<file path="src/rtl/cbq_pkg.sv">
// ----------------------------------------------------------------------------
// Cascaded biquad filter package
// Item types, fixed-point widths, control word format and the microcode
// program shared by the sequencer, the datapath and the top level.
// ----------------------------------------------------------------------------
package cbq_pkg;

    localparam int SAMPLE_BITS    = 24;
    localparam int STAGES_DEFAULT = 4;
    localparam int COEF_BITS      = 32;
    localparam int COEF_PER_STAGE = 5;
    localparam int CIDX_BITS      = 5;
    localparam int WORD_BITS      = 48;
    localparam int INT_FRAC       = 40 - SAMPLE_BITS;
    localparam int HALF_BITS      = 25;
    localparam int SPLIT_BITS     = 24;
    localparam int MUL_BITS       = COEF_BITS + HALF_BITS;
    localparam int FULL_BITS      = 80;
    localparam int COEF_FRAC      = 30;
    localparam int TERM_BITS      = FULL_BITS - COEF_FRAC;
    localparam int ACC_BITS       = 52;
    localparam int STEP_BITS      = 4;

    localparam logic [STEP_BITS-1:0] STEP_STAGE_START = STEP_BITS'(0);

    typedef enum logic
    {
        ACT_SAMPLE = 1'b0,
        ACT_COEF   = 1'b1
    } action_t;

    typedef struct packed
    {
        logic                           action;
        logic signed [SAMPLE_BITS-1:0]  sample_in;
        logic [CIDX_BITS-1:0]           coef_index;
        logic signed [COEF_BITS-1:0]    coef_value;
        logic                           block_end;
    } in_item_t;

    typedef struct packed
    {
        logic signed [SAMPLE_BITS-1:0]  sample_out;
        logic                           clipped;
        logic                           block_end_out;
    } out_item_t;

    typedef enum logic [2:0]
    {
        POS_B0 = 3'd0,
        POS_B1 = 3'd1,
        POS_B2 = 3'd2,
        POS_A1 = 3'd3,
        POS_A2 = 3'd4
    } coef_pos_t;

    typedef enum logic [1:0]
    {
        SRC_W1 = 2'd0,
        SRC_W2 = 2'd1,
        SRC_W  = 2'd2
    } src_t;

    typedef enum logic [2:0]
    {
        ACC_HOLD   = 3'd0,
        ACC_LOAD_V = 3'd1,
        ACC_ZERO   = 3'd2,
        ACC_ADD    = 3'd3,
        ACC_SUB    = 3'd4
    } acc_op_t;

    typedef enum logic [1:0]
    {
        JMP_NEXT = 2'd0,
        JMP_LOOP = 2'd1,
        JMP_END  = 2'd2
    } jump_t;

    typedef enum logic
    {
        SEQ_IDLE = 1'b0,
        SEQ_RUN  = 1'b1
    } seq_state_t;

    typedef struct packed
    {
        logic                  mul_en;
        logic                  mul_hi;
        coef_pos_t             pos;
        src_t                  src;
        logic                  lo_en;
        logic                  sum_en;
        acc_op_t               acc_op;
        logic                  w_sat;
        logic                  stage_end;
        jump_t                 jump;
        logic [STEP_BITS-1:0]  target;
    } ucode_t;

    typedef struct packed
    {
        logic busy;
        logic done;
    } seq_status_t;

    localparam ucode_t UCODE_NOP = '{
        mul_en:    1'b0,
        mul_hi:    1'b0,
        pos:       POS_B0,
        src:       SRC_W1,
        lo_en:     1'b0,
        sum_en:    1'b0,
        acc_op:    ACC_HOLD,
        w_sat:     1'b0,
        stage_end: 1'b0,
        jump:      JMP_NEXT,
        target:    STEP_STAGE_START
    };

    // One stage takes steps 0 to 12; step 13 delivers the result.
    // Each product passes the multiplier as a low then a high half, then the
    // final add and the accumulator, so consecutive products overlap.
    function automatic ucode_t ucode_rom(input logic [STEP_BITS-1:0] step);
        ucode_t c;
        c = UCODE_NOP;
        unique case (step)
            4'd0:
            begin
                c.acc_op = ACC_LOAD_V;
                c.mul_en = 1'b1; c.pos = POS_A1; c.src = SRC_W1;
            end
            4'd1:
            begin
                c.mul_en = 1'b1; c.mul_hi = 1'b1; c.pos = POS_A1; c.src = SRC_W1;
                c.lo_en  = 1'b1;
            end
            4'd2:
            begin
                c.sum_en = 1'b1;
                c.mul_en = 1'b1; c.pos = POS_A2; c.src = SRC_W2;
            end
            4'd3:
            begin
                c.acc_op = ACC_SUB;
                c.mul_en = 1'b1; c.mul_hi = 1'b1; c.pos = POS_A2; c.src = SRC_W2;
                c.lo_en  = 1'b1;
            end
            4'd4:
            begin
                c.sum_en = 1'b1;
                c.mul_en = 1'b1; c.pos = POS_B1; c.src = SRC_W1;
            end
            4'd5:
            begin
                c.acc_op = ACC_SUB;
                c.mul_en = 1'b1; c.mul_hi = 1'b1; c.pos = POS_B1; c.src = SRC_W1;
                c.lo_en  = 1'b1;
            end
            4'd6:
            begin
                c.sum_en = 1'b1;
                c.w_sat  = 1'b1;
                c.acc_op = ACC_ZERO;
                c.mul_en = 1'b1; c.pos = POS_B2; c.src = SRC_W2;
            end
            4'd7:
            begin
                c.acc_op = ACC_ADD;
                c.mul_en = 1'b1; c.mul_hi = 1'b1; c.pos = POS_B2; c.src = SRC_W2;
                c.lo_en  = 1'b1;
            end
            4'd8:
            begin
                c.sum_en = 1'b1;
                c.mul_en = 1'b1; c.pos = POS_B0; c.src = SRC_W;
            end
            4'd9:
            begin
                c.acc_op = ACC_ADD;
                c.mul_en = 1'b1; c.mul_hi = 1'b1; c.pos = POS_B0; c.src = SRC_W;
                c.lo_en  = 1'b1;
            end
            4'd10:
            begin
                c.sum_en = 1'b1;
            end
            4'd11:
            begin
                c.acc_op = ACC_ADD;
            end
            4'd12:
            begin
                c.stage_end = 1'b1;
                c.jump      = JMP_LOOP;
                c.target    = STEP_STAGE_START;
            end
            4'd13:
            begin
                c.jump = JMP_END;
            end
            default:
            begin
                c.jump   = JMP_LOOP;
                c.target = STEP_STAGE_START;
            end
        endcase
        return c;
    endfunction

endpackage

</file>
<file path="src/rtl/cascaded_biquad_filter_core.sv">
// ----------------------------------------------------------------------------
// Cascaded biquad filter core
// Cascade of direct form II second-order sections with a loadable Q2.30
// coefficient table, 48-bit internal words and a saturated sample output.
//
//   Channel   Handshake            Payload    Moves
//   req       req_valid/req_stall  req_item   sample or coefficient write
//   rsp       rsp_valid/rsp_stall  rsp_item   filtered sample, one per sample
//
// A sample item steps through the program once per section and then a final
// step, paced by the single shared multiplier. A coefficient item is written
// in the cycle it is accepted if its index fits the table; it gives no item.
// Reset clears the coefficient table and all delay words to zero.
// The next item is accepted while a result waits in the output register;
// a sample finishes only once that register is free.
// ----------------------------------------------------------------------------
module cascaded_biquad_filter_core #(
    parameter int STAGES = cbq_pkg::STAGES_DEFAULT
) (
    input  logic               clk,
    input  logic               rst_n,
    input  logic               req_valid,
    output logic               req_stall,
    input  cbq_pkg::in_item_t  req_item,
    output logic               rsp_valid,
    input  logic               rsp_stall,
    output cbq_pkg::out_item_t rsp_item
);
    import cbq_pkg::*;

    localparam int STAGE_W = (STAGES > 1) ? $clog2(STAGES) : 1;

    logic                          accept;
    logic                          accept_sample;
    logic                          accept_coef;
    logic                          rsp_valid_reg, rsp_valid_next;
    out_item_t                     rsp_item_reg;
    logic                          blk_reg;
    ucode_t                        ctrl;
    logic [STAGE_W-1:0]            stage;
    seq_status_t                   seq_stat;
    logic signed [SAMPLE_BITS-1:0] dp_sample;
    logic                          dp_clipped;

    assign req_stall     = seq_stat.busy;
    assign accept        = req_valid && !req_stall;
    assign accept_sample = accept && (req_item.action == ACT_SAMPLE);
    assign accept_coef   = accept && (req_item.action == ACT_COEF);

    cbq_sequencer #(
        .STAGES (STAGES)
    ) u_seq (
        .clk    (clk),
        .rst_n  (rst_n),
        .start  (accept_sample),
        .hold   (rsp_valid_reg && rsp_stall),
        .ctrl   (ctrl),
        .stage  (stage),
        .status (seq_stat)
    );

    cbq_datapath #(
        .STAGES (STAGES)
    ) u_dp (
        .clk        (clk),
        .rst_n      (rst_n),
        .coef_we    (accept_coef),
        .coef_index (req_item.coef_index),
        .coef_value (req_item.coef_value),
        .load       (accept_sample),
        .sample_in  (req_item.sample_in),
        .ctrl       (ctrl),
        .stage      (stage),
        .sample_out (dp_sample),
        .clipped    (dp_clipped)
    );

    always_comb
    begin
        rsp_valid_next = rsp_valid_reg;
        if (seq_stat.done)
        begin
            rsp_valid_next = 1'b1;
        end
        else if (rsp_valid_reg && !rsp_stall)
        begin
            rsp_valid_next = 1'b0;
        end
    end

    always_ff @(posedge clk or negedge rst_n)
    begin
        if (!rst_n)
        begin
            rsp_valid_reg <= 1'b0;
        end
        else
        begin
            rsp_valid_reg <= rsp_valid_next;
        end
    end

    always_ff @(posedge clk)
    begin
        if (accept_sample)
        begin
            blk_reg <= req_item.block_end;
        end
        if (seq_stat.done)
        begin
            rsp_item_reg.sample_out    <= dp_sample;
            rsp_item_reg.clipped       <= dp_clipped;
            rsp_item_reg.block_end_out <= blk_reg;
        end
    end

    assign rsp_valid = rsp_valid_reg;
    assign rsp_item  = rsp_item_reg;

    a_done_free: assert property (@(posedge clk) disable iff (!rst_n)
        seq_stat.done |-> !(rsp_valid_reg && rsp_stall))
        else $error("result finished while the output register was still stalled");

    a_start_busy: assert property (@(posedge clk) disable iff (!rst_n)
        accept_sample |=> seq_stat.busy)
        else $error("sample item accepted but the sequencer did not start");

    a_busy_cause: assert property (@(posedge clk) disable iff (!rst_n)
        $rose(seq_stat.busy) |-> $past(accept_sample))
        else $error("sequencer started without an accepted sample item");

    a_rsp_cause: assert property (@(posedge clk) disable iff (!rst_n)
        $rose(rsp_valid_reg) |-> $past(seq_stat.done))
        else $error("result appeared without a finished sample");

endmodule

</file>
<file path="src/rtl/cbq_sequencer.sv">
// ----------------------------------------------------------------------------
// Cascaded biquad microcode sequencer
// Step counter, stage counter and control store; issues one control word
// per cycle and loops the stage program once for every section.
// ----------------------------------------------------------------------------
module cbq_sequencer #(
    parameter int STAGES = cbq_pkg::STAGES_DEFAULT
) (
    input  logic                                           clk,
    input  logic                                           rst_n,
    input  logic                                           start,
    input  logic                                           hold,
    output cbq_pkg::ucode_t                                ctrl,
    output logic [((STAGES > 1) ? $clog2(STAGES) : 1)-1:0] stage,
    output cbq_pkg::seq_status_t                           status
);
    import cbq_pkg::*;

    localparam int STAGE_W = (STAGES > 1) ? $clog2(STAGES) : 1;
    localparam logic [STAGE_W-1:0] STAGE_LAST = STAGE_W'(STAGES - 1);

    seq_state_t            state_reg, state_next;
    logic [STEP_BITS-1:0]  step_reg, step_next;
    logic [STAGE_W-1:0]    stage_reg, stage_next;
    ucode_t                word;

    always_ff @(posedge clk or negedge rst_n)
    begin
        if (!rst_n)
        begin
            state_reg <= SEQ_IDLE;
            step_reg  <= STEP_STAGE_START;
            stage_reg <= '0;
        end
        else
        begin
            state_reg <= state_next;
            step_reg  <= step_next;
            stage_reg <= stage_next;
        end
    end

    always_comb
    begin
        state_next  = state_reg;
        step_next   = step_reg;
        stage_next  = stage_reg;
        word        = ucode_rom(step_reg);
        ctrl        = UCODE_NOP;
        status.busy = 1'b0;
        status.done = 1'b0;
        unique case (state_reg)
            SEQ_IDLE:
            begin
                if (start)
                begin
                    state_next = SEQ_RUN;
                    step_next  = STEP_STAGE_START;
                    stage_next = '0;
                end
            end
            SEQ_RUN:
            begin
                ctrl        = word;
                status.busy = 1'b1;
                unique case (word.jump)
                    JMP_NEXT:
                    begin
                        step_next = step_reg + STEP_BITS'(1);
                    end
                    JMP_LOOP:
                    begin
                        if (stage_reg == STAGE_LAST)
                        begin
                            step_next = step_reg + STEP_BITS'(1);
                        end
                        else
                        begin
                            stage_next = stage_reg + STAGE_W'(1);
                            step_next  = word.target;
                        end
                    end
                    JMP_END:
                    begin
                        if (!hold)
                        begin
                            status.done = 1'b1;
                            state_next  = SEQ_IDLE;
                            step_next   = STEP_STAGE_START;
                        end
                    end
                    default:
                    begin
                        state_next = SEQ_IDLE;
                    end
                endcase
            end
            default:
            begin
                state_next = SEQ_IDLE;
            end
        endcase
    end

    assign stage = stage_reg;

endmodule

</file>
<file path="src/rtl/cbq_datapath.sv">
// ----------------------------------------------------------------------------
// Cascaded biquad datapath
// Coefficient table, delay words, one shared 32x25 multiplier, product
// combine, accumulator with 48-bit saturation and final sample truncation.
// ----------------------------------------------------------------------------
module cbq_datapath #(
    parameter int STAGES = cbq_pkg::STAGES_DEFAULT
) (
    input  logic                                           clk,
    input  logic                                           rst_n,
    input  logic                                           coef_we,
    input  logic [cbq_pkg::CIDX_BITS-1:0]                  coef_index,
    input  logic signed [cbq_pkg::COEF_BITS-1:0]           coef_value,
    input  logic                                           load,
    input  logic signed [cbq_pkg::SAMPLE_BITS-1:0]         sample_in,
    input  cbq_pkg::ucode_t                                ctrl,
    input  logic [((STAGES > 1) ? $clog2(STAGES) : 1)-1:0] stage,
    output logic signed [cbq_pkg::SAMPLE_BITS-1:0]         sample_out,
    output logic                                           clipped
);
    import cbq_pkg::*;

    localparam int COEF_N  = COEF_PER_STAGE * STAGES;
    localparam int COEF_AW = (COEF_N > 1) ? $clog2(COEF_N) : 1;
    localparam int STAGE_W = (STAGES > 1) ? $clog2(STAGES) : 1;
    localparam int YW      = WORD_BITS - INT_FRAC;

    logic signed [COEF_BITS-1:0]  coef_reg [COEF_N];
    logic signed [WORD_BITS-1:0]  w1_reg [STAGES];
    logic signed [WORD_BITS-1:0]  w2_reg [STAGES];
    logic signed [WORD_BITS-1:0]  v_reg;
    logic signed [WORD_BITS-1:0]  w_reg;
    logic signed [MUL_BITS-1:0]   mul_reg;
    logic signed [MUL_BITS-1:0]   lo_reg;
    logic signed [TERM_BITS-1:0]  prod_reg;
    logic signed [ACC_BITS-1:0]   acc_reg;
    logic                         clip_reg;

    logic [COEF_AW-1:0]           coef_addr;
    logic signed [COEF_BITS-1:0]  coef_sel;
    logic signed [WORD_BITS-1:0]  operand;
    logic signed [HALF_BITS-1:0]  half;
    logic signed [FULL_BITS-1:0]  full_sum;
    logic                         acc_ovf;
    logic signed [WORD_BITS-1:0]  acc_sat;
    logic signed [YW-1:0]         y_wide;
    logic                         y_ovf;
    logic [STAGE_W-1:0]           st;

    assign st        = stage;
    assign coef_addr = COEF_AW'(int'(st) * COEF_PER_STAGE + int'(ctrl.pos));
    assign coef_sel  = coef_reg[coef_addr];

    always_comb
    begin
        unique case (ctrl.src)
            SRC_W1:  operand = w1_reg[st];
            SRC_W2:  operand = w2_reg[st];
            SRC_W:   operand = w_reg;
            default: operand = w_reg;
        endcase
    end

    assign half = ctrl.mul_hi ? {operand[WORD_BITS-1], operand[WORD_BITS-1:SPLIT_BITS]}
                              : {1'b0, operand[SPLIT_BITS-1:0]};

    assign full_sum = ({{(FULL_BITS-MUL_BITS){mul_reg[MUL_BITS-1]}}, mul_reg} <<< SPLIT_BITS)
                    + {{(FULL_BITS-MUL_BITS){lo_reg[MUL_BITS-1]}}, lo_reg};

    assign acc_ovf = !((&acc_reg[ACC_BITS-1:WORD_BITS-1]) || !(|acc_reg[ACC_BITS-1:WORD_BITS-1]));
    assign acc_sat = acc_ovf ? {acc_reg[ACC_BITS-1], {(WORD_BITS-1){!acc_reg[ACC_BITS-1]}}}
                             : acc_reg[WORD_BITS-1:0];

    always_ff @(posedge clk or negedge rst_n)
    begin
        if (!rst_n)
        begin
            for (int i = 0; i < COEF_N; i++)
            begin
                coef_reg[i] <= '0;
            end
        end
        else if (coef_we && (int'(coef_index) < COEF_N))
        begin
            coef_reg[COEF_AW'(coef_index)] <= coef_value;
        end
    end

    always_ff @(posedge clk or negedge rst_n)
    begin
        if (!rst_n)
        begin
            for (int i = 0; i < STAGES; i++)
            begin
                w1_reg[i] <= '0;
                w2_reg[i] <= '0;
            end
        end
        else if (ctrl.stage_end)
        begin
            w2_reg[st] <= w1_reg[st];
            w1_reg[st] <= w_reg;
        end
    end

    always_ff @(posedge clk or negedge rst_n)
    begin
        if (!rst_n)
        begin
            clip_reg <= 1'b0;
        end
        else if (load)
        begin
            clip_reg <= 1'b0;
        end
        else if ((ctrl.w_sat || ctrl.stage_end) && acc_ovf)
        begin
            clip_reg <= 1'b1;
        end
    end

    always_ff @(posedge clk)
    begin
        if (load)
        begin
            v_reg <= {{(WORD_BITS-SAMPLE_BITS-INT_FRAC){sample_in[SAMPLE_BITS-1]}},
                      sample_in, {INT_FRAC{1'b0}}};
        end
        else if (ctrl.stage_end)
        begin
            v_reg <= acc_sat;
        end
        if (ctrl.w_sat)
        begin
            w_reg <= acc_sat;
        end
        if (ctrl.mul_en)
        begin
            mul_reg <= coef_sel * half;
        end
        if (ctrl.lo_en)
        begin
            lo_reg <= mul_reg;
        end
        if (ctrl.sum_en)
        begin
            prod_reg <= full_sum[FULL_BITS-1:COEF_FRAC];
        end
        unique case (ctrl.acc_op)
            ACC_HOLD:   acc_reg <= acc_reg;
            ACC_LOAD_V: acc_reg <= {{(ACC_BITS-WORD_BITS){v_reg[WORD_BITS-1]}}, v_reg};
            ACC_ZERO:   acc_reg <= '0;
            ACC_ADD:    acc_reg <= acc_reg
                                 + {{(ACC_BITS-TERM_BITS){prod_reg[TERM_BITS-1]}}, prod_reg};
            ACC_SUB:    acc_reg <= acc_reg
                                 - {{(ACC_BITS-TERM_BITS){prod_reg[TERM_BITS-1]}}, prod_reg};
            default:    acc_reg <= acc_reg;
        endcase
    end

    assign y_wide = v_reg[WORD_BITS-1:INT_FRAC];
    assign y_ovf  = !((&y_wide[YW-1:SAMPLE_BITS-1]) || !(|y_wide[YW-1:SAMPLE_BITS-1]));

    assign sample_out = y_ovf ? {y_wide[YW-1], {(SAMPLE_BITS-1){!y_wide[YW-1]}}}
                              : y_wide[SAMPLE_BITS-1:0];
    assign clipped    = clip_reg || y_ovf;

endmodule

</file>
<file path="config.mk">
export PLATFORM = sky130hd
export DESIGN_NAME = cascaded_biquad_filter_core
export DESIGN_NICKNAME = d
export VERILOG_FILES = /design/src/rtl/cbq_pkg.sv /design/src/rtl/cascaded_biquad_filter_core.sv /design/src/rtl/cbq_sequencer.sv /design/src/rtl/cbq_datapath.sv
export SDC_FILE = /design/constraint.sdc
export NUM_CORES = 2
export LEC_CHECK = 0
export BUFFER_PORTS_ARGS = -buffer_cell sky130_fd_sc_hd__buf_2
export CAP_MARGIN = 20
export CORE_AREA = 8 8 418 420
export DETAILED_ROUTE_END_ITERATION = 6
export DIE_AREA = 0 0 426 428
export PLACE_DENSITY = 0.68
export SKIP_CTS_REPAIR_TIMING = 1
export SYNTH_ARGS = -nofsm -noshare
export SYNTH_HDL_FRONTEND = slang
export SYNTH_SLANG_ARGS = --single-unit
</file>
<file path="constraint.sdc">
create_clock -name clk -period 15.65 [get_ports clk]
set_clock_uncertainty 0.15 [all_clocks]
set_input_delay 3.13 -clock clk [delete_from_list [all_inputs] [get_ports clk]]
set_output_delay 3.13 -clock clk [all_outputs]
set_load 0.1 [all_outputs]
</file>
== After elaboration in Yosys (flattened, before gate mapping) ==
Index checks and enable logic that the tools add are counted.

* Output and inout port bits: 28
* Word-level logic and storage cells: 187
* Bits in registers: 1372

* Magnitude comparators: 6
* Bitwise operators: 5
* Eq/ne operators: 26
* $add $sub $neg: 6
* Mux-type cells: 52
* Multiply operators: 2
* Reductions and logical operators: 46

{| class="wikitable"
|+ Operators with widths
! kind !! count
|-
| bitwise mux 640 bit || 1
|-
| bitwise mux 192 bit || 2
|-
| two-way mux 48 bit || 8
|-
| case mux 52 bit (4 select lines) || 1
|-
| binary-select mux 48 bit (select 2 bit) || 2
|-
| binary-select mux 32 bit (select 5 bit) || 1
|-
| demux 32 bit (select 5 bit) || 1
|-
| demux 48 bit (select 2 bit) || 1
|-
| two-way mux 32 bit || 3
|-
| case mux 48 bit (2 select lines) || 1
|-
| adder 80 bit || 1
|-
| multiplier 32 x 25 -> 57 bit || 1
|-
| adder 52 bit || 1
|-
| subtractor 52 bit || 1
|-
| two-way mux 25 bit || 1
|-
| case mux 5 bit (5 select lines) || 1
|-
| == test 4 bit, second input constant || 6
|-
| two-way mux 24 bit || 1
|-
| two-way mux 20 bit || 1
|-
| == test 4 x 3 -> 1 bit, second input constant || 4
|-
| OR reduction 5 bit || 3
|-
| OR reduction 2 bit || 7
|-
| two-way mux 1 bit || 13
|-
| greater-or-equal comparator 6 bit, second input constant || 2
|-
| 42 further kinds || 79
|}

== Logic depth before layout (Yosys ltp) ==
* Depth after elaboration: 11
* Mapped depth: 45

== Modules after synthesis ==
A second synthesis with hierarchy kept.

* Cells, all modules: 7691
* Area total of the unflattened synthesis: 92431.1 µm²

{| class="wikitable"
|+ Modules (own cells, without submodules)
! module !! area an instance (µm²) !! times used !! cells each !! seq. area each (µm²)
|-
| cbq_datapath || 90783.3 || 1 || 7567 || 34137.7
|-
| cascaded_biquad_filter_core || 870.8 || 1 || 32 || 835.8
|-
| cbq_sequencer || 777.0 || 1 || 92 || 175.2
|}

== Worst setup path after synthesis ==
OpenSTA, ideal clock, no wires.

* Path kind: register -> register
* Start: reg u_seq.state_reg
* End: reg u_dp.mul_reg[54] (data pin)
* Buffers on the path: 9
* Cell stages (with the launch flop): 41
* Clock period less this slack: 11.775 ns
* Data required time: 15.242 ns
* Path slack: 3.875 ns
* Arrival time: 11.367 ns
* Cell sequence: dfrtp_1 clkbuf_1 nor2b_1 clkbuf_1 nand2_1 clkbuf_1 clkbuf_1 nor2_1 ha_1 fa_1 xor2_1 buf_2 clkbuf_1 buf_1 mux2_2 a21oi_1 o22a_1 clkbuf_1 (+5 left out) fa_1 fa_1 fa_1 fa_1 inv_1 fa_1 inv_1 ha_1 clkbuf_1 nand4_1 or4_1 a2111oi_0 nor3_1 o21ai_0 a211oi_1 o21ai_0 a31oi_1 xnor2_1

* Longest elaborated chain between the ends: 7

{| class="wikitable"
|+ Ends and longest elaborated chain
! element !! RTL line !! source
|-
| start, declared || cbq_sequencer.sv:22 || <nowiki>seq_state_t state_reg, state_next;</nowiki>
|-
| start signal, assigned || cbq_sequencer.sv:37 || <nowiki>state_reg <= state_next;</nowiki>
|-
| two-way mux 20 bit (*) || cbq_sequencer.sv:52 || <nowiki>unique case (state_reg)</nowiki>
|-
| adder 5 x 4 -> 5 bit || cbq_datapath.sv:51 || <nowiki>assign coef_addr = COEF_AW'(int'(st) * COEF_PER_STAGE + int'(ctrl.pos));</nowiki>
|-
| NOT 5 -> 6 bit (not written as such) || cbq_datapath.sv:52 || <nowiki>assign coef_sel = coef_reg[coef_addr];</nowiki>
|-
| binary-select mux 32 bit (select 5 bit) || cbq_datapath.sv:52 ||
|-
| two-way mux 32 bit (not written as such) (2 in a row) || cbq_datapath.sv:52 ||
|-
| multiplier 32 x 25 -> 57 bit (*) || cbq_datapath.sv:139 || <nowiki>mul_reg <= coef_sel * half;</nowiki>
|-
| end signal, assigned || cbq_datapath.sv:139 ||
|-
| end, declared || cbq_datapath.sv:33 || <nowiki>logic signed [MUL_BITS-1:0] mul_reg;</nowiki>
|}

Mark *: on every way between the ends. The rest lies on a longest branch, timed or not. The select of a mux whose other input is x is not followed.
A chain may end at the register's enable or synchronous reset.

== Worst setup path after layout ==
* Start: reg u_seq.step_reg[3]
* End: reg u_dp.mul_reg[54] (data pin)

* Longest elaborated chain between the ends: 10

{| class="wikitable"
|+ Ends and longest elaborated chain
! element !! RTL line !! source
|-
| start, declared || cbq_sequencer.sv:23 || <nowiki>logic [STEP_BITS-1:0] step_reg, step_next;</nowiki>
|-
| start signal, assigned || cbq_sequencer.sv:38 || <nowiki>step_reg <= step_next;</nowiki>
|-
| == test 4 bit (tied with other cells) || cbq_pkg.sv:127 || <nowiki>unique case (step)</nowiki>
|-
| OR reduction 2 bit (no source line) || n/a ||
|-
| case mux 5 bit (5 select lines) || cbq_pkg.sv:127 ||
|-
| two-way mux 20 bit (*) || cbq_sequencer.sv:52 ||
|-
| adder 5 x 4 -> 5 bit || cbq_datapath.sv:51 ||
|-
| NOT 5 -> 6 bit (not written as such) || cbq_datapath.sv:52 ||
|-
| binary-select mux 32 bit (select 5 bit) || cbq_datapath.sv:52 ||
|-
| two-way mux 32 bit (not written as such) (2 in a row) || cbq_datapath.sv:52 ||
|-
| multiplier 32 x 25 -> 57 bit (*) || cbq_datapath.sv:139 ||
|}

Marked as above.

==> metrics.md <==
| Metric | Value |
|---|---|
| Worst Max-Slew Pin Slew | `1.05 ns` |
| Register-to-Register Setup Slack | `roughly 2.5 ns` |
| Vias in the first global route | `between 60,000 and 70,000` |
| WP data arrival | `about 14 ns` |
| Synth cell types | `87` |
| Total area of multi-input combinational cells | `roughly 0.052 mm^2` |
| Leakage | `0.0484 uW` |
| Grt met1 use | `0.368` |
| Row count | `151` |
| Top delay family on crit path | `adder cells` |
| Port bufs | `between 90 and 100` |
| Num CTS Buffers | `~150` |
| Unrepaired setup endpoints after global routing | `false` |
| Vias/cell | `roughly 6.1` |
| CTS Root Buffer Type | `clkbuf_16` |
| Post-synthesis cell count | `7,671` |
| First-pass DRT Iterations | `5` |
| Chip Width | `roughly 430 um` |
| Hold Path Sink | `rsp_item[0]$_DFFE_PP_` |
| Initial DRC Count | `roughly 4,500` |
| Max-cap viol count | `0` |
| Worst VDD drop | `about 700 uV` |
| Met2 GRT Util | `0.445` |
| Post-route setup slack | `between 2 and 2.5 ns` |
| Core area | `between 0.15 and 0.2 mm^2` |
| Commonest non-fill, non-tap cell in the layout | `mux2_2` |
| Die area | `0.182 mm^2` |
| Max Clk Rate | `between 0.07 and 0.08 GHz` |
| Vias after detailed routing | `between 60,000 and 70,000` |
| RR Endpoint | `u_dp.mul_reg[54]$_DFFE_PP_` |
| H-tree level count | `4` |
| Worst hold path class | `reg -> reg` |
| Final period util | `0.843` |
| CP required | `~16 ns` |
| Most frequent cells in the layout | `mux2_2, dfrtp_1, inv_1` |
| First-pass GRT wire length | `388,000 um` |
| Skew-Pair Late Insertion Delay | `roughly 0.84 ns` |
| Mean post-synth cell area | `~12 um^2` |
| Initial Util | `0.546` |
| Grt ovf | `0` |
| Routed Antenna Nets | `0` |
| Final Hold Vio Count | `0` |
| Initial antenna violation count | `8` |
| # setup viols final | `0` |
| Synth Flop Type | `dfrtp_1` |
| Total clock sinks | `1,348` |
| Residual DRC | `0` |
| Worst hold start | `blk_reg$_DFFE_PP_` |
| Grt peak-use layer | `met2` |
| Filler cells | `roughly 13,000` |
| Detailed placement HPWL | `roughly 180,000 um` |
| Max Buffers Root-to-Sink | `3` |
| Crit path max fanout | `31` |
| Startpoint types | `flop` |
| Largest net degree at the start of global routing | `170` |
| Async S/R FF share, synth | `0.766` |
| Final Wtd Congestion | `approximately 0.94` |
| Relative slew slack | `0.298` |
| Final WL | `roughly 250,000 um` |
| Register clock-pin slew on the reported worst setup and hold paths | `about 0.06 ns` |
| I/O pins | `95` |
| Max FFs per register | `640` |
| YS warnings | `0` |
| Fin crit period | `approximately 13 ns` |
| Cell Pwr Density | `around 220 mW/mm^2` |
| Yosys reg bits | `1,348` |
| Die height | `428 um` |
| WP buf/inv | `7` |
| Crit end category | `flop` |
| Worst hold path depth | `0` |
| Slew Limit Fails | `0` |
| Total Power | `about 22,000 uW` |
| Sequential area share after synthesis | `0.383` |
| Met3 usage | `0.0476` |
| Crit path max-delay cell type | `o22a_1` |
| Nets@finish | `between 8,000 and 9,000` |
| Crit path kind | `reg -> reg` |
| Flip-flop and latch area | `0.0352 mm^2` |
| Post-synth EDFFs | `about 300` |
| Status | `finished clean` |
| GRT Overall Usage | `0.276` |
| Area delta synth->final | `8.72%` |
| FF-to-FF path depth | `34` |
| Netlist Area Pre-Place | `between 0.09 and 0.1 mm^2` |
| Layout cells sized above 1 | `0.243` |
| Setup TNS | `0 ns` |
| Most used cell along the critical path | `fa_1` |
| Post-place setup slack | `around 2.7 ns` |
| Critical R2R Launch | `u_seq.step_reg[3]$_DFFE_PN0P_` |
| Avg WL per Cell | `about 25 um` |
| Max incr delay on CP | `between 0.7 and 0.8 ns` |
| Syn_nets | `roughly 8,800` |
| CTS tree | `yes` |
==> per-layer routing <==
metal	vias to the layer above	wire, um
met1	31607	101000
met4	4	13200
met5	-	24
li1	25780	-
met2	2201	118000
met3	625	16500
==> worst reg2reg max path, delay by kind of cell (launching register included) <==
kind,cells,cell delay (ns)
compound gates,7,3.02
xor+xnor,2,0.28
fa+ha+maj,10,4.73
buf+inv,7,1.61
flops,1,0.55
mux,1,0.42
simple gates,7,2.13
==> cell type report <==
| type | instances | share of cell area |
|---|---|---|
| Antenna cell | 3 | 0.0000752 |
| Clock buffer | 207 | 0.0414 |
| Sequential cell | 1348 | 0.352 |
| Inverter | 889 | 0.0334 |
| Multi-Input combinational cell | 4965 | 0.521 |
| Tap cell | 2218 | 0.0278 |
| Clock inverter | 59 | 0.00795 |
| Timing Repair Buffer | 225 | 0.0161 |
==> Yosys cell counts (all sizes together) (61+ instances only) <==
library cell | number | share of area
edfxtp | 299 | 0.098
mux2 | 1066 | 0.13
clkbuf | 343 | 0.014
o21ai | 150 | 0.0083
a22o | 61 | 0.0058
a21o | 165 | 0.013
fa | 822 | 0.18
xor2 | 85 | 0.0082
dfrtp | 1033 | 0.28
inv | 883 | 0.036
mux4 | 245 | 0.060
buf | 126 | 0.0056
nand2 | 566 | 0.023
nor2 | 555 | 0.023
ha | 274 | 0.037
xnor2 | 115 | 0.011
a21oi | 218 | 0.012
==> how the worst max path moves through the flow <==
stage | depth (start not counted) | startpoint | slack, ns | to
after CTS | 34 | u_seq.step_reg[3]$_DFFE_PN0P_ | 2.59 | u_dp.mul_reg[54]$_DFFE_PP_
final | 34 | u_seq.step_reg[3]$_DFFE_PN0P_ | 2.45 | u_dp.mul_reg[54]$_DFFE_PP_
after global routing | 34 | u_seq.step_reg[3]$_DFFE_PN0P_ | 1.89 | u_dp.mul_reg[54]$_DFFE_PP_
after detailed placement | 34 | u_seq.step_reg[3]$_DFFE_PN0P_ | 2.68 | u_dp.mul_reg[54]$_DFFE_PP_
after floorplan | 40 | u_seq.state_reg$_DFF_PN0_ | 3.87 | u_dp.mul_reg[54]$_DFFE_PP_
after global placement | 35 | u_seq.step_reg[3]$_DFFE_PN0P_ | 2.94 | u_dp.mul_reg[54]$_DFFE_PP_
==> per-stage QoR <==
step	area (um^2)	cells	hold slack, ns	util
finish	99900	9914	0.272	0.594
global route	99900	9913	0.279	0.594
CTS	99800	9905	0.276	0.593
detailed placement	94800	9639	0.263	0.564
global placement	94800	9637	0.252	0.564
floorplan	91900	7671	0.250	-
==> cells by family after synthesis <==
| kind of cell | share of synthesized area |
|---|---|
| AND/OR/NAND/NOR | 0.0671 |
| multiplexers | 0.196 |
| flip-flops | 0.383 |
| adder cells (fa/ha/maj) | 0.216 |
| XOR/XNOR | 0.0191 |
| buffers and inverters | 0.0559 |
| AO/OA/AOI/OAI | 0.0630 |
==> power by group <==
group / switching (uW) / internal (uW)
Sequential: 411 / 4520
Clock: 1480 / 2020
Combinational: 9030 / 4930
Note: power is estimated with default switching activity, not from simulation.
